==> config.mk <==
export PLATFORM = sky130hd
export DESIGN_NAME = cpu_placement_scorer
export DESIGN_NICKNAME = d
export VERILOG_FILES = /design/src/rtl/cps_pkg.sv /design/src/rtl/cpu_placement_scorer.sv
export SDC_FILE = /design/constraint.sdc
export NUM_CORES = 1
export LEC_CHECK = 0
export ABC_AREA = 1
export BUFFER_PORTS_ARGS = -buffer_cell sky130_fd_sc_hd__buf_2
export CAP_MARGIN = 20
export CORE_MARGIN = 10
export CORE_UTILIZATION = 54
export CTS_CLUSTER_SIZE = 8
export DETAILED_ROUTE_END_ITERATION = 10
export PLACE_DENSITY = 0.76
export SLEW_MARGIN = 20
export SYNTH_ARGS = -nofsm -noshare
export SYNTH_HDL_FRONTEND = slang
export SYNTH_SLANG_ARGS = --single-unit
==> constraint.sdc <==
create_clock -name clk -period 7.7 [get_ports clk]
set_clock_uncertainty 0.15 [all_clocks]
set_input_delay 1.54 -clock clk [delete_from_list [all_inputs] [get_ports clk]]
set_output_delay 1.54 -clock clk [all_outputs]
set_load 0.01 [all_outputs]
==> src/rtl/cps_pkg.sv <==
// shared types, constants and the per-cpu score function for the placement scorer
// no dependencies; used by cpu_placement_scorer

package cps_pkg;

    localparam int CPU_COUNT = 8;

    localparam int IN_DATA_W  = 72;
    localparam int OUT_DATA_W = 80;
    localparam int ADDR_W     = 4;

    // quotient width: utilization * 1000 needs 22 bits
    localparam int DVD_W     = 22;
    localparam int DIV_STEPS = DVD_W;
    localparam int CNT_W     = $clog2(DIV_STEPS + 1);

    // register indexes
    localparam logic [1:0] REG_ENABLE  = 2'd0;
    localparam logic [1:0] REG_STICK   = 2'd1;
    localparam logic [1:0] REG_MIGRATE = 2'd2;
    localparam logic [1:0] REG_GOOD    = 2'd3;

    localparam logic [9:0] STICK_RESET   = 10'd800;
    localparam logic [9:0] MIGRATE_RESET = 10'd600;
    localparam logic [9:0] GOOD_RESET    = 10'd700;

    localparam logic [9:0] SCORE_MAX  = 10'd1000;
    localparam logic [9:0] SCORE_MID  = 10'd500;

    // required perf codes
    localparam logic [2:0] PERF_GAMING      = 3'd0;
    localparam logic [2:0] PERF_PERFORMANCE = 3'd1;
    localparam logic [2:0] PERF_BALANCED    = 3'd2;
    localparam logic [2:0] PERF_POWERSAVE   = 3'd3;

    // task type codes
    localparam logic [1:0] TYPE_GAMING      = 2'd0;
    localparam logic [1:0] TYPE_BACKGROUND  = 2'd1;
    localparam logic [1:0] TYPE_INTERACTIVE = 2'd2;

    typedef struct packed {
        logic [16:0] task_load_or_last;
        logic [4:0]  task_class;
        logic        task_profile;
        logic [6:0]  pwr_rating;
        logic [6:0]  perf_capability;
        logic        cluster_known;
        logic [11:0] utilization;
        logic [10:0] capacity;
        logic        is_prev_cpu;
        logic        allowed;
        logic        online;
        logic [2:0]  cpu_index;
    } rec_t;

    function automatic logic [9:0] clamp_score(input logic signed [12:0] s);
        logic [9:0] r;
        if (s < 13'sd0)
            r = 10'd0;
        else if (s > 13'sd1000)
            r = SCORE_MAX;
        else
            r = s[9:0];
        return r;
    endfunction

    // qs is the saturated quotient: util*1000/cap for the fallback formula,
    // util*100/cap for profiled tasks
    function automatic logic [9:0] score_fn(input rec_t r, input logic on_ok,
                                            input logic load_bonus,
                                            input logic [10:0] qs);
        logic signed [12:0] s;
        logic [2:0]         perf;
        logic [1:0]         ttype;
        logic               cap_zero;
        logic [9:0]         res;
        perf     = r.task_class[4:2];
        ttype    = r.task_class[1:0];
        cap_zero = (r.capacity == 11'd0);
        s        = 13'sd500;
        if (!on_ok)
        begin
            res = 10'd0;
        end
        else if (!r.task_profile)
        begin
            if (!cap_zero)
            begin
                s = 13'sd1000 - $signed({2'b00, qs});
                if (load_bonus)
                    s = s + 13'sd100;
            end
            res = clamp_score(s);
        end
        else if (!r.cluster_known)
        begin
            res = SCORE_MID;
        end
        else
        begin
            unique case (perf)
                PERF_GAMING:
                    s = s + ((r.perf_capability >= 7'd80) ? 13'sd200 : -13'sd200);
                PERF_PERFORMANCE:
                    s = s + ((r.perf_capability >= 7'd60) ? 13'sd150 : -13'sd100);
                PERF_BALANCED:
                    if (r.perf_capability >= 7'd40 && r.perf_capability <= 7'd80)
                        s = s + 13'sd100;
                PERF_POWERSAVE:
                    s = s + ((r.pwr_rating >= 7'd70) ? 13'sd150 : -13'sd100);
                default: ;
            endcase
            if (!cap_zero)
            begin
                priority if (qs > 11'd80)
                    s = s - 13'sd200;
                else if (qs > 11'd60)
                    s = s - 13'sd100;
                else if (qs < 11'd20)
                    s = s + 13'sd50;
                else
                    s = s;
            end
            priority if (ttype == TYPE_GAMING)
                s = s + ((r.perf_capability >= 7'd80) ? 13'sd300 : -13'sd300);
            else if (ttype == TYPE_BACKGROUND)
                s = s + ((r.pwr_rating >= 7'd70) ? 13'sd200 : -13'sd100);
            else if (ttype == TYPE_INTERACTIVE && r.perf_capability >= 7'd50 &&
                     r.perf_capability <= 7'd80)
                s = s + 13'sd150;
            else
                s = s;
            res = clamp_score(s);
        end
        return res;
    endfunction

endpackage

==> src/rtl/cpu_placement_scorer.sv <==
// cpu placement scorer: per-cpu fit score with a bit-serial divider and decision logic
// depends on cps_pkg
// an item is accepted, passes through the restoring divider steps, and is then scored and
// decided; the next item is accepted only after that, so one item is worked on at a time.
// the divider retires one quotient bit per cycle over the 22-bit scaled utilization.
// a result is held in the output register while a new item is already being worked on;
// a last record waits in the decide step while the previous result is still not taken.
// reset (rst_n low, asynchronous) clears decision state, counters and the output valid,
// disables the block and loads the thresholds with 800, 600 and 700.

module cpu_placement_scorer
(
    input  logic                            clk,
    input  logic                            rst_n,
    // item in
    input  logic                            s_tvalid,
    output logic                            s_tready,
    // cpu_index[2:0], online[3], allowed[4], is_prev_cpu[5], capacity[16:6],
    // utilization[28:17], cluster_known[29], perf_capability[36:30],
    // pwr_rating[43:37], task_profile[44], task_class[49:45],
    // task_load_or_last[66:50], zero fill above
    input  logic [cps_pkg::IN_DATA_W-1:0]   s_tdata,
    // result out
    output logic                            m_tvalid,
    input  logic                            m_tready,
    // chosen_cpu[2:0], best_score[12:3], migrated[13], decisions_total[45:14],
    // decisions_taken[77:46], zero fill above
    output logic [cps_pkg::OUT_DATA_W-1:0]  m_tdata,
    // register port
    input  logic                            psel,
    input  logic                            penable,
    input  logic                            pwrite,
    input  logic [cps_pkg::ADDR_W-1:0]      paddr,
    input  logic [31:0]                     pwdata,
    output logic [31:0]                     prdata,
    output logic                            pready
);
    import cps_pkg::*;

    localparam logic [1:0] ST_IDLE = 2'd0;
    localparam logic [1:0] ST_DIV  = 2'd1;
    localparam logic [1:0] ST_FIN  = 2'd2;

    logic [1:0]       state_reg, state_next;
    rec_t             rec_reg;
    logic [DVD_W-1:0] dvd_reg, dvd_next;
    logic [10:0]      rem_reg, rem_next;
    logic [CNT_W-1:0] cnt_reg, cnt_next;

    logic             enable_reg;
    logic [9:0]       stick_reg, migrate_reg, good_reg;

    logic [9:0]       run_best_reg, run_best_next;
    logic [2:0]       run_cpu_reg, run_cpu_next;
    logic             any_cand_reg, any_cand_next;
    logic [9:0]       prev_score_reg, prev_score_next;
    logic             prev_on_reg, prev_on_next;
    logic [2:0]       prev_idx_reg, prev_idx_next;
    logic [31:0]      dec_cnt_reg, dec_cnt_next;
    logic [31:0]      acc_cnt_reg, acc_cnt_next;

    logic             out_valid_reg, out_valid_next;
    logic [2:0]       out_cpu_reg, out_cpu_next;
    logic [9:0]       out_best_reg, out_best_next;
    logic             out_mig_reg, out_mig_next;

    rec_t             in_rec;
    logic [DVD_W-1:0] scaled_util;
    logic [11:0]      rem_sh;
    logic [11:0]      rem_diff;
    logic [10:0]      qs;
    logic             on_ok;
    logic             load_bonus;
    logic [16:0]      util_plus_load;
    logic [9:0]       score;
    logic             is_last;
    logic             fin_go;
    logic             cfg_wr;
    logic             won;

    assign in_rec   = rec_t'(s_tdata[$bits(rec_t)-1:0]);
    assign s_tready = (state_reg == ST_IDLE);
    assign m_tvalid = out_valid_reg;
    assign m_tdata  = {{(OUT_DATA_W - 78){1'b0}}, acc_cnt_reg, dec_cnt_reg,
                       out_mig_reg, out_best_reg, out_cpu_reg};

    // register port
    assign pready = 1'b1;
    assign cfg_wr = psel && penable && pwrite;

    always_comb
    begin
        unique case (paddr[3:2])
            REG_ENABLE:  prdata = {31'd0, enable_reg};
            REG_STICK:   prdata = {22'd0, stick_reg};
            REG_MIGRATE: prdata = {22'd0, migrate_reg};
            REG_GOOD:    prdata = {22'd0, good_reg};
            default:     prdata = 32'd0;
        endcase
    end

    always_ff @(posedge clk or negedge rst_n)
    begin
        if (!rst_n)
        begin
            enable_reg  <= 1'b0;
            stick_reg   <= STICK_RESET;
            migrate_reg <= MIGRATE_RESET;
            good_reg    <= GOOD_RESET;
        end
        else if (cfg_wr)
        begin
            unique case (paddr[3:2])
                REG_ENABLE:  enable_reg  <= pwdata[0];
                REG_STICK:   stick_reg   <= pwdata[9:0];
                REG_MIGRATE: migrate_reg <= pwdata[9:0];
                REG_GOOD:    good_reg    <= pwdata[9:0];
                default: ;
            endcase
        end
    end

    // utilization times 1000 (fallback) or 100 (profiled), as shifts and adds
    always_comb
    begin
        if (in_rec.task_profile)
            scaled_util = ({10'd0, in_rec.utilization} << 6) +
                          ({10'd0, in_rec.utilization} << 5) +
                          ({10'd0, in_rec.utilization} << 2);
        else
            scaled_util = ({10'd0, in_rec.utilization} << 10) -
                          ({10'd0, in_rec.utilization} << 4) -
                          ({10'd0, in_rec.utilization} << 3);
    end

    // one restoring divider step: quotient bits shift in behind the dividend
    assign rem_sh   = {rem_reg, dvd_reg[DVD_W-1]};
    assign rem_diff = rem_sh - {1'b0, rec_reg.capacity};

    assign qs = (|dvd_reg[DVD_W-1:11]) ? 11'h7FF : dvd_reg[10:0];

    assign on_ok          = rec_reg.online && (32'(rec_reg.cpu_index) < CPU_COUNT);
    assign util_plus_load = {5'd0, rec_reg.utilization} + {1'b0, rec_reg.task_load_or_last[15:0]};
    assign load_bonus     = (rec_reg.task_load_or_last[15:0] != 16'd0) &&
                            (util_plus_load <= {6'd0, rec_reg.capacity});
    assign score          = score_fn(rec_reg, on_ok, load_bonus, qs);
    assign is_last        = rec_reg.task_load_or_last[16];
    assign fin_go         = (state_reg == ST_FIN) && (!is_last || !out_valid_reg || m_tready);

    always_comb
    begin
        state_next      = state_reg;
        dvd_next        = dvd_reg;
        rem_next        = rem_reg;
        cnt_next        = cnt_reg;
        run_best_next   = run_best_reg;
        run_cpu_next    = run_cpu_reg;
        any_cand_next   = any_cand_reg;
        prev_score_next = prev_score_reg;
        prev_on_next    = prev_on_reg;
        prev_idx_next   = prev_idx_reg;
        dec_cnt_next    = dec_cnt_reg;
        acc_cnt_next    = acc_cnt_reg;
        out_valid_next  = out_valid_reg && !m_tready;
        out_cpu_next    = out_cpu_reg;
        out_best_next   = out_best_reg;
        out_mig_next    = out_mig_reg;
        won             = 1'b0;

        unique case (state_reg)
            ST_IDLE:
            begin
                if (s_tvalid)
                begin
                    dvd_next   = scaled_util;
                    rem_next   = 11'd0;
                    cnt_next   = CNT_W'(DIV_STEPS);
                    state_next = ST_DIV;
                end
            end
            ST_DIV:
            begin
                if (!rem_diff[11])
                begin
                    rem_next = rem_diff[10:0];
                    dvd_next = {dvd_reg[DVD_W-2:0], 1'b1};
                end
                else
                begin
                    rem_next = rem_sh[10:0];
                    dvd_next = {dvd_reg[DVD_W-2:0], 1'b0};
                end
                cnt_next = cnt_reg - CNT_W'(1);
                if (cnt_reg == CNT_W'(1))
                    state_next = ST_FIN;
            end
            ST_FIN:
            begin
                if (fin_go)
                begin
                    state_next = ST_IDLE;
                    if (rec_reg.is_prev_cpu)
                    begin
                        prev_idx_next   = rec_reg.cpu_index;
                        prev_on_next    = on_ok;
                        prev_score_next = on_ok ? score : 10'd0;
                    end
                    if (on_ok && rec_reg.allowed && score > run_best_reg)
                    begin
                        run_best_next = score;
                        run_cpu_next  = rec_reg.cpu_index;
                        any_cand_next = 1'b1;
                    end
                    if (is_last)
                    begin
                        out_valid_next = 1'b1;
                        out_cpu_next   = prev_idx_next;
                        out_mig_next   = 1'b0;
                        priority if (!enable_reg)
                        begin
                            out_best_next = 10'd0;
                        end
                        else if (prev_on_next && prev_score_next >= stick_reg)
                        begin
                            out_best_next = prev_score_next;
                            dec_cnt_next  = dec_cnt_reg + 32'd1;
                            acc_cnt_next  = acc_cnt_reg + 32'd1;
                        end
                        else
                        begin
                            won           = any_cand_next && (run_best_next > prev_score_next);
                            out_best_next = won ? run_best_next : prev_score_next;
                            dec_cnt_next  = dec_cnt_reg + 32'd1;
                            if (won && run_cpu_next != prev_idx_next &&
                                run_best_next > migrate_reg)
                            begin
                                out_cpu_next = run_cpu_next;
                                out_mig_next = 1'b1;
                                acc_cnt_next = acc_cnt_reg + 32'd1;
                            end
                        end
                        // decision done: start the next one clean
                        run_best_next   = 10'd0;
                        run_cpu_next    = 3'd0;
                        any_cand_next   = 1'b0;
                        prev_score_next = 10'd0;
                        prev_on_next    = 1'b0;
                        prev_idx_next   = 3'd0;
                    end
                end
            end
            default:
            begin
                state_next = ST_IDLE;
            end
        endcase
    end

    // record latch is payload only
    always_ff @(posedge clk)
    begin
        if (s_tvalid && s_tready)
            rec_reg <= in_rec;
    end

    always_ff @(posedge clk or negedge rst_n)
    begin
        if (!rst_n)
        begin
            state_reg      <= ST_IDLE;
            dvd_reg        <= '0;
            rem_reg        <= '0;
            cnt_reg        <= '0;
            run_best_reg   <= '0;
            run_cpu_reg    <= '0;
            any_cand_reg   <= 1'b0;
            prev_score_reg <= '0;
            prev_on_reg    <= 1'b0;
            prev_idx_reg   <= '0;
            dec_cnt_reg    <= '0;
            acc_cnt_reg    <= '0;
            out_valid_reg  <= 1'b0;
            out_cpu_reg    <= '0;
            out_best_reg   <= '0;
            out_mig_reg    <= 1'b0;
        end
        else
        begin
            state_reg      <= state_next;
            dvd_reg        <= dvd_next;
            rem_reg        <= rem_next;
            cnt_reg        <= cnt_next;
            run_best_reg   <= run_best_next;
            run_cpu_reg    <= run_cpu_next;
            any_cand_reg   <= any_cand_next;
            prev_score_reg <= prev_score_next;
            prev_on_reg    <= prev_on_next;
            prev_idx_reg   <= prev_idx_next;
            dec_cnt_reg    <= dec_cnt_next;
            acc_cnt_reg    <= acc_cnt_next;
            out_valid_reg  <= out_valid_next;
            out_cpu_reg    <= out_cpu_next;
            out_best_reg   <= out_best_next;
            out_mig_reg    <= out_mig_next;
        end
    end

endmodule
Word-level counts from Yosys, hierarchy flattened
Index checks and enable logic that the tools add are counted.
Word-level totals
  logic and storage cells: 212
  register bits: 245
  output and inout port bits: 115
Cells by class
  magnitude comparators: 18
  equal/unequal tests: 15
  add/subtract/negate cells: 20
  muxes and demuxes: 88
  reduce and logical (&&, ||, !) cells: 39
Operators by type and width (number)
  $mux 13: 25
  $mux 10: 20
  $pmux 32 s4: 1
  $add 32x1->32 const B: 2
  $mux 32: 2
  $pmux 13 s4: 1
  $mux 22: 2
  $pmux 22 s2: 1
  $add 10x13->13 const A: 3
  $mux 11: 3
  $mux 3: 11
  $gt 10x10->1: 3
  $add 13x13->13: 2
  $gt 13x11->1 const B: 2
  $lt 13x1->1 const B: 2
  $pmux 11 s2: 1
  $sub 22x15->22: 1
  $sub 22x16->22: 1
  $ge 7x6->1 const B: 3
  $add 19x14->20: 1
  $add 18x17->19: 1
  $add 12x16->17: 1
  $le 17x11->1: 1
  $reduce_bool 16->1: 1
  other kinds (38): 89

Logic depth before layout (Yosys ltp)
  depth after elaboration: 40
  gate-level depth with buffers: 72
  depth with buffers taken out: 71

Least setup slack after synthesis
No wires, ideal clock.
  kind: reg-to-reg
  from: register rec_reg[34] (netlist name)
  to: register acc_cnt_reg[29]
  cell stages (with the launch flop): 68
  period minus slack after synthesis: 8.377 ns
  slack: -0.677 ns
  data required time: 7.471 ns
  arrival time: 8.148 ns
  path through: edfxtp_1 -> o21ai_2 -> inv_1 -> o21ai_2 -> nand3_1 -> nand2_1 -> inv_1 -> ha_1 -> inv_1 -> nand4_1 -> nand2_1 -> a21oi_1 -> nand2_2 -> nand2_4 -> ha_1 -> inv_1 -> o31ai_1 -> a21oi_1 -> [... 32 more ...] -> a211oi_1 -> o21ai_0 -> nand3_1 -> nand2_1 -> o41ai_1 -> nor2_1 -> nand2_1 -> nand2_1 -> nand2_2 -> nor2_1 -> inv_1 -> nor2_2 -> nand3_1 -> inv_1 -> nand4_1 -> nand3b_1 -> nor2_1 -> xor2_1
Between the ends
  cells in the longest elaborated chain, start to end: 39
  elaborated cells on any way between the ends: 70
Ends and longest elaborated chain
  start, declared: RTL line cpu_placement_scorer.sv:45  | rec_t rec_reg;
  start signal, assigned: RTL line cpu_placement_scorer.sv:263  | rec_reg <= in_rec;
  $ge 7x6->1, or another cell as far along: RTL line cps_pkg.sv:105  | s = s + ((r.perf_capability >= 7'd60) ? 13'sd150 : -13'sd100);
  $mux 13, or another cell as far along: RTL line cps_pkg.sv:105
  $add 10x13->13, or another cell as far along: RTL line cps_pkg.sv:105
  $pmux 13 s4: RTL line cps_pkg.sv:101  | unique case (perf)
  $mux 13: RTL line cps_pkg.sv:95  | else if (!r.cluster_known)
  $mux 13: RTL line cps_pkg.sv:85  | else if (!r.task_profile)
  $mux 13: RTL line cps_pkg.sv:81  | if (!on_ok)
  $add 13x7->13: RTL line cps_pkg.sv:120  | s = s + 13'sd50;
  [... 22 more ...]
  $mux 10: RTL line cpu_placement_scorer.sv:208  | if (on_ok && rec_reg.allowed && score > run_best_reg)
  $mux 10: RTL line cpu_placement_scorer.sv:199  | if (fin_go)
  $mux 10: RTL line cpu_placement_scorer.sv:170  | unique case (state_reg)
  $gt 10x10->1: RTL line cpu_placement_scorer.sv:231  | won = any_cand_next && (run_best_next > prev_score_next);
  $logic_and 1x1->1: RTL line cpu_placement_scorer.sv:231
  $logic_and 1x1->1 (2 in series): RTL line cpu_placement_scorer.sv:234  | if (won && run_cpu_next != prev_idx_next &&
  $reduce_bool 2->1 (no line)
  $reduce_and 5->1 (no line)
  end signal, assigned: RTL line cpu_placement_scorer.sv:300  | acc_cnt_reg <= acc_cnt_next;
  end, declared: RTL line cpu_placement_scorer.sv:60  | logic [31:0] acc_cnt_reg, acc_cnt_next;
Every way passes the cells marked *; elsewhere a longest branch is shown, timed or not. The select of a mux whose other input is x is not followed.
A chain may end at the register's enable or synchronous reset.

Worst setup path after layout
  from: register rec_reg[34] (netlist name)
  to: register acc_cnt_reg[20]
The elaborated chain is that of the path after synthesis.

==> impl_metrics.csv <==
group,metric,value,unit
status,outcome,"finished, violations left",
status,failing_checks,"setup timing",
detailed_routing,initial_detailed_routing_violation_count,1096,
global_routing,grt_pass1_wl,84000,um
placement,gpl.final_weighted_congestion,0.937,
cells_and_area,final-instance-count-excl-fill,3185,
critical_path,cpMostUsedCell,"sky130_fd_sc_hd__nand2_4",
cells_and_area,area_of_all_placed_cells_without_fillers,23300,um^2
critical_path,crit_path_end_kind,"flip-flop",
power_and_ir_drop,worst_ir_drop_vdd,0.174,mV
die,fp.dieArea,40300,um^2
timing,final_critical_path_setup_slack,-1.10,ns
placement,place.detailed.instances,3077,
clock_tree,cts-root-to-sink-buffers,3,
power_and_ir_drop,cellInternalPower,3510,uW
timing,timing.hold.ws,0.319,ns
placement,post_dp_cell_area,21100,um^2
power_and_ir_drop,netSwitchingFraction,0.376,
placement,detailedPlacementHpwl,36600,um
die,boundaryPins,230,
global_routing,antenna_found_initial,5,
critical_path,cp-start-kind,"flip-flop",
clock_tree,htreeDepth,2,
timing,period_minus_slack,8.80,ns
placement,dp_slack,-1.13,ns
clock_tree,holdBufCountCts,0,
detailed_routing,first_pass_iters,7,
synthesis,yosysUniqueCellTypes,68,
timing,worst_slew_margin_rel,0.359,
global_routing,grt_max_degree,103,
global_routing,globalRoute.totalOverflow,0,
global_routing,grt_pass1_vias,17600,
run,drv.max_cap_violation_count,0,
clock_tree,cts_sinks,244,
cells_and_area,n_fill_cell,2434,
die,effective_utilization_at_floorplan,0.545,
power_and_ir_drop,netSwitchingPower,2110,uW
power_and_ir_drop,power.share.sequential,0.310,
synthesis,synthesis.instances,2230,
synthesis,yosysSeqAreaShare,0.366,
die,placement_rows,66,
critical_path,worstPathRequired,7.99,ns
cells_and_area,layout.nets,2999,
timing,post-route-period-util,1.14,
detailed_routing,avgViaCountPerCell,5.38,
power_and_ir_drop,power.combinational.fraction,0.435,
critical_path,crit_type,"flip-flop to flip-flop",
die,floorplan.die.width,201,um
synthesis,yosysWarningCount,0,
clock_tree,insertion_delay,0.52,ns
detailed_routing,vias,17100,
synthesis,synth_enable_flop_cells,66,
critical_path,max_stage_delay,0.47,ns
timing,hold_viol_final,0,
detailed_routing,route.detailed.wl_per_inst,15.8,um
timing,fmax,0.114,GHz
clock_tree,clk_transition_reported_paths,0.05,ns
power_and_ir_drop,pwr_density_cell,242,nW/um^2
synthesis,async_reset_ff_frac,0.730,
synthesis,synthFlopType,"sky130_fd_sc_hd__dfrtp_1",
die,core_ar,32400,um^2
power_and_ir_drop,leakagePower,0.0120,uW
timing,tightest_slew,0.962,ns
hold_path,worstHoldPathType,"flip-flop to flip-flop",
cells_and_area,share_of_layout_cells_above_drive_strength_1,0.293,
power_and_ir_drop,p_clk_frac,0.255,
synthesis,syn-cell-area,17700,um^2
clock_tree,numCtsBuffers,36,
synthesis,yosys_register_bits,244,
critical_path,slowest_stage,"sky130_fd_sc_hd__edfxtp_1",
clock_tree,clock_tree_from_tritoncts,"done",
detailed_routing,wl,50400,um
timing,setup_repair_after_global_routing_missed_its_margin,"yes",
power_and_ir_drop,p_total,5620,uW
timing,timing.final.setup_violations,46,
global_routing,globalRouteTotalUtil,0.245,
clock_tree,clockRootBuffer,"sky130_fd_sc_hd__clkbuf_16",
cells_and_area,largest_register_ffs,64,
detailed_routing,drt.antenna.violating_nets,0,
cells_and_area,area_delta_synth_final,31.8,%
placement,port_buffers,174,
synthesis,syn_avg_cell_area,7.92,um^2
timing,maxSlewViolCount,0,
die,fp.dieH,201,um
critical_path,worst-endpoint-arrival,9.09,ns
detailed_routing,drc_errors,0,
critical_path,critical_path_fanout_max,5,
## cell usage in the layout (no fill, tap or decap), drive strengths merged, types with 26 or more instances in the layout
cell    synthesis  final
a21oi         106    106
nor2          164    164
buf            30    489
clkbuf         34     55
inv           316    318
nor3           38     38
ha            147    147
nand2         530    530
o21ai         164    164
nand3         160    160
xor2           75     75
edfxtp         66     66
dfrtp         165    165
conb            2     29
nand4          26     26
## synthesized netlist by cell type (22+ instances only)
master / n / share of area
sky130_fd_sc_hd__a21oi_1: 99 / 0.028
sky130_fd_sc_hd__buf_4: 26 / 0.011
sky130_fd_sc_hd__clkbuf_1: 34 / 0.0072
sky130_fd_sc_hd__dfrtp_1: 165 / 0.23
sky130_fd_sc_hd__edfxtp_1: 66 / 0.11
sky130_fd_sc_hd__ha_1: 147 / 0.10
sky130_fd_sc_hd__inv_1: 294 / 0.063
sky130_fd_sc_hd__inv_2: 22 / 0.0047
sky130_fd_sc_hd__nand2_1: 499 / 0.11
sky130_fd_sc_hd__nand2_2: 24 / 0.0085
sky130_fd_sc_hd__nand3_1: 144 / 0.041
sky130_fd_sc_hd__nand4_1: 26 / 0.0092
sky130_fd_sc_hd__nor2_1: 147 / 0.031
sky130_fd_sc_hd__nor3_1: 36 / 0.010
sky130_fd_sc_hd__o21ai_0: 134 / 0.038
sky130_fd_sc_hd__xnor2_1: 25 / 0.012
sky130_fd_sc_hd__xor2_1: 74 / 0.037
## what timing repair did
item	4_1_cts	5_1_grt
buffers inserted	56	18
cloned	0	0
pin swaps	71	79
gates resized for setup	120	78
endpoints found under the setup margin	46	46
## per-stage QoR
step | setup TNS [ns] | utilization
after floorplan | -2.01 | -
after global placement | -16.88 | 0.652
after detailed placement | -29.22 | 0.652
after CTS | -29.56 | 0.710
after global routing | -55.82 | 0.718
final | -30.27 | 0.718
## layout make-up
type / count / area [um^2] / area share
Multi-Input combinational cell: 1627 / 10600 / 0.457
Clock buffer: 55 / 972 / 0.0418
Clock inverter: 3 / 30.0 / 0.00129
Antenna cell: 3 / 7.51 / 0.000323
Timing Repair Buffer: 489 / 3380 / 0.145
Tap cell: 442 / 553 / 0.0238
Inverter: 322 / 1230 / 0.0527
Sequential cell: 244 / 6450 / 0.277
## kinds of logic (layout without fill, tap and decap cells)
group | Yosys count | after routing | share of synthesized area
buf+inv | 386 | 869 | 0.0878
xor+xnor | 100 | 100 | 0.0500
mux | 4 | 4 | 0.00234
other cells | 2 | 32 | 0.000425
simple gates | 959 | 959 | 0.246
compound gates | 371 | 371 | 0.125
flops | 244 | 244 | 0.366
fa+ha+maj | 164 | 164 | 0.123
## metal layers
layer	track usage	part of all wire	wire, um
met1	0.288	0.41	20400
met2	0.434	0.51	25500
met3	0.0403	0.050	2530
met4	0.101	0.037	1860
met5	0	0.00073	37
## worst max-delay path: cells and delay by family (launching register included)
kind,cells,cell delay (ns)
AOI/OAI and AO/OA,16,2.18
xor gates and xnor gates,2,0.30
adders and majority gates,4,0.92
buffers and inverters,14,1.38
DFF,1,0.47
and+or+nand+nor,32,3.36
## power by group through the flow
| stage | clock network [uW] | logic, uW | registers (uW) |
|---|---|---|---|
| after detailed placement | 0 | 2250 | 1760 |
| final | 1430 | 2440 | 1740 |
| after CTS | 1460 | 2360 | 1740 |
| after global placement | 0 | 2160 | 1740 |
| after floorplan | 0 | 1480 | 1730 |
| after global routing | 1520 | 2750 | 1770 |
## path summary, 6_finish.rpt
| kind | from | end | slack (ns) | cells after the start |
|---|---|---|---|---|
| min in group asynchronous | rst_n | migrate_reg[8] | 0.98 | 1 |
| max reg2reg | rec_reg[34] | acc_cnt_reg[20] | -1.10 | 68 |
| max in group asynchronous | rst_n | rem_reg[4] | 4.83 | 2 |
| min reg2reg | out_best_reg[7] | out_best_reg[7] | 0.32 | 2 |
| min | out_best_reg[7] | out_best_reg[7] | 0.32 | 2 |
| max | rec_reg[34] | acc_cnt_reg[20] | -1.10 | 68 |
(Power assumes the default switching activity.)
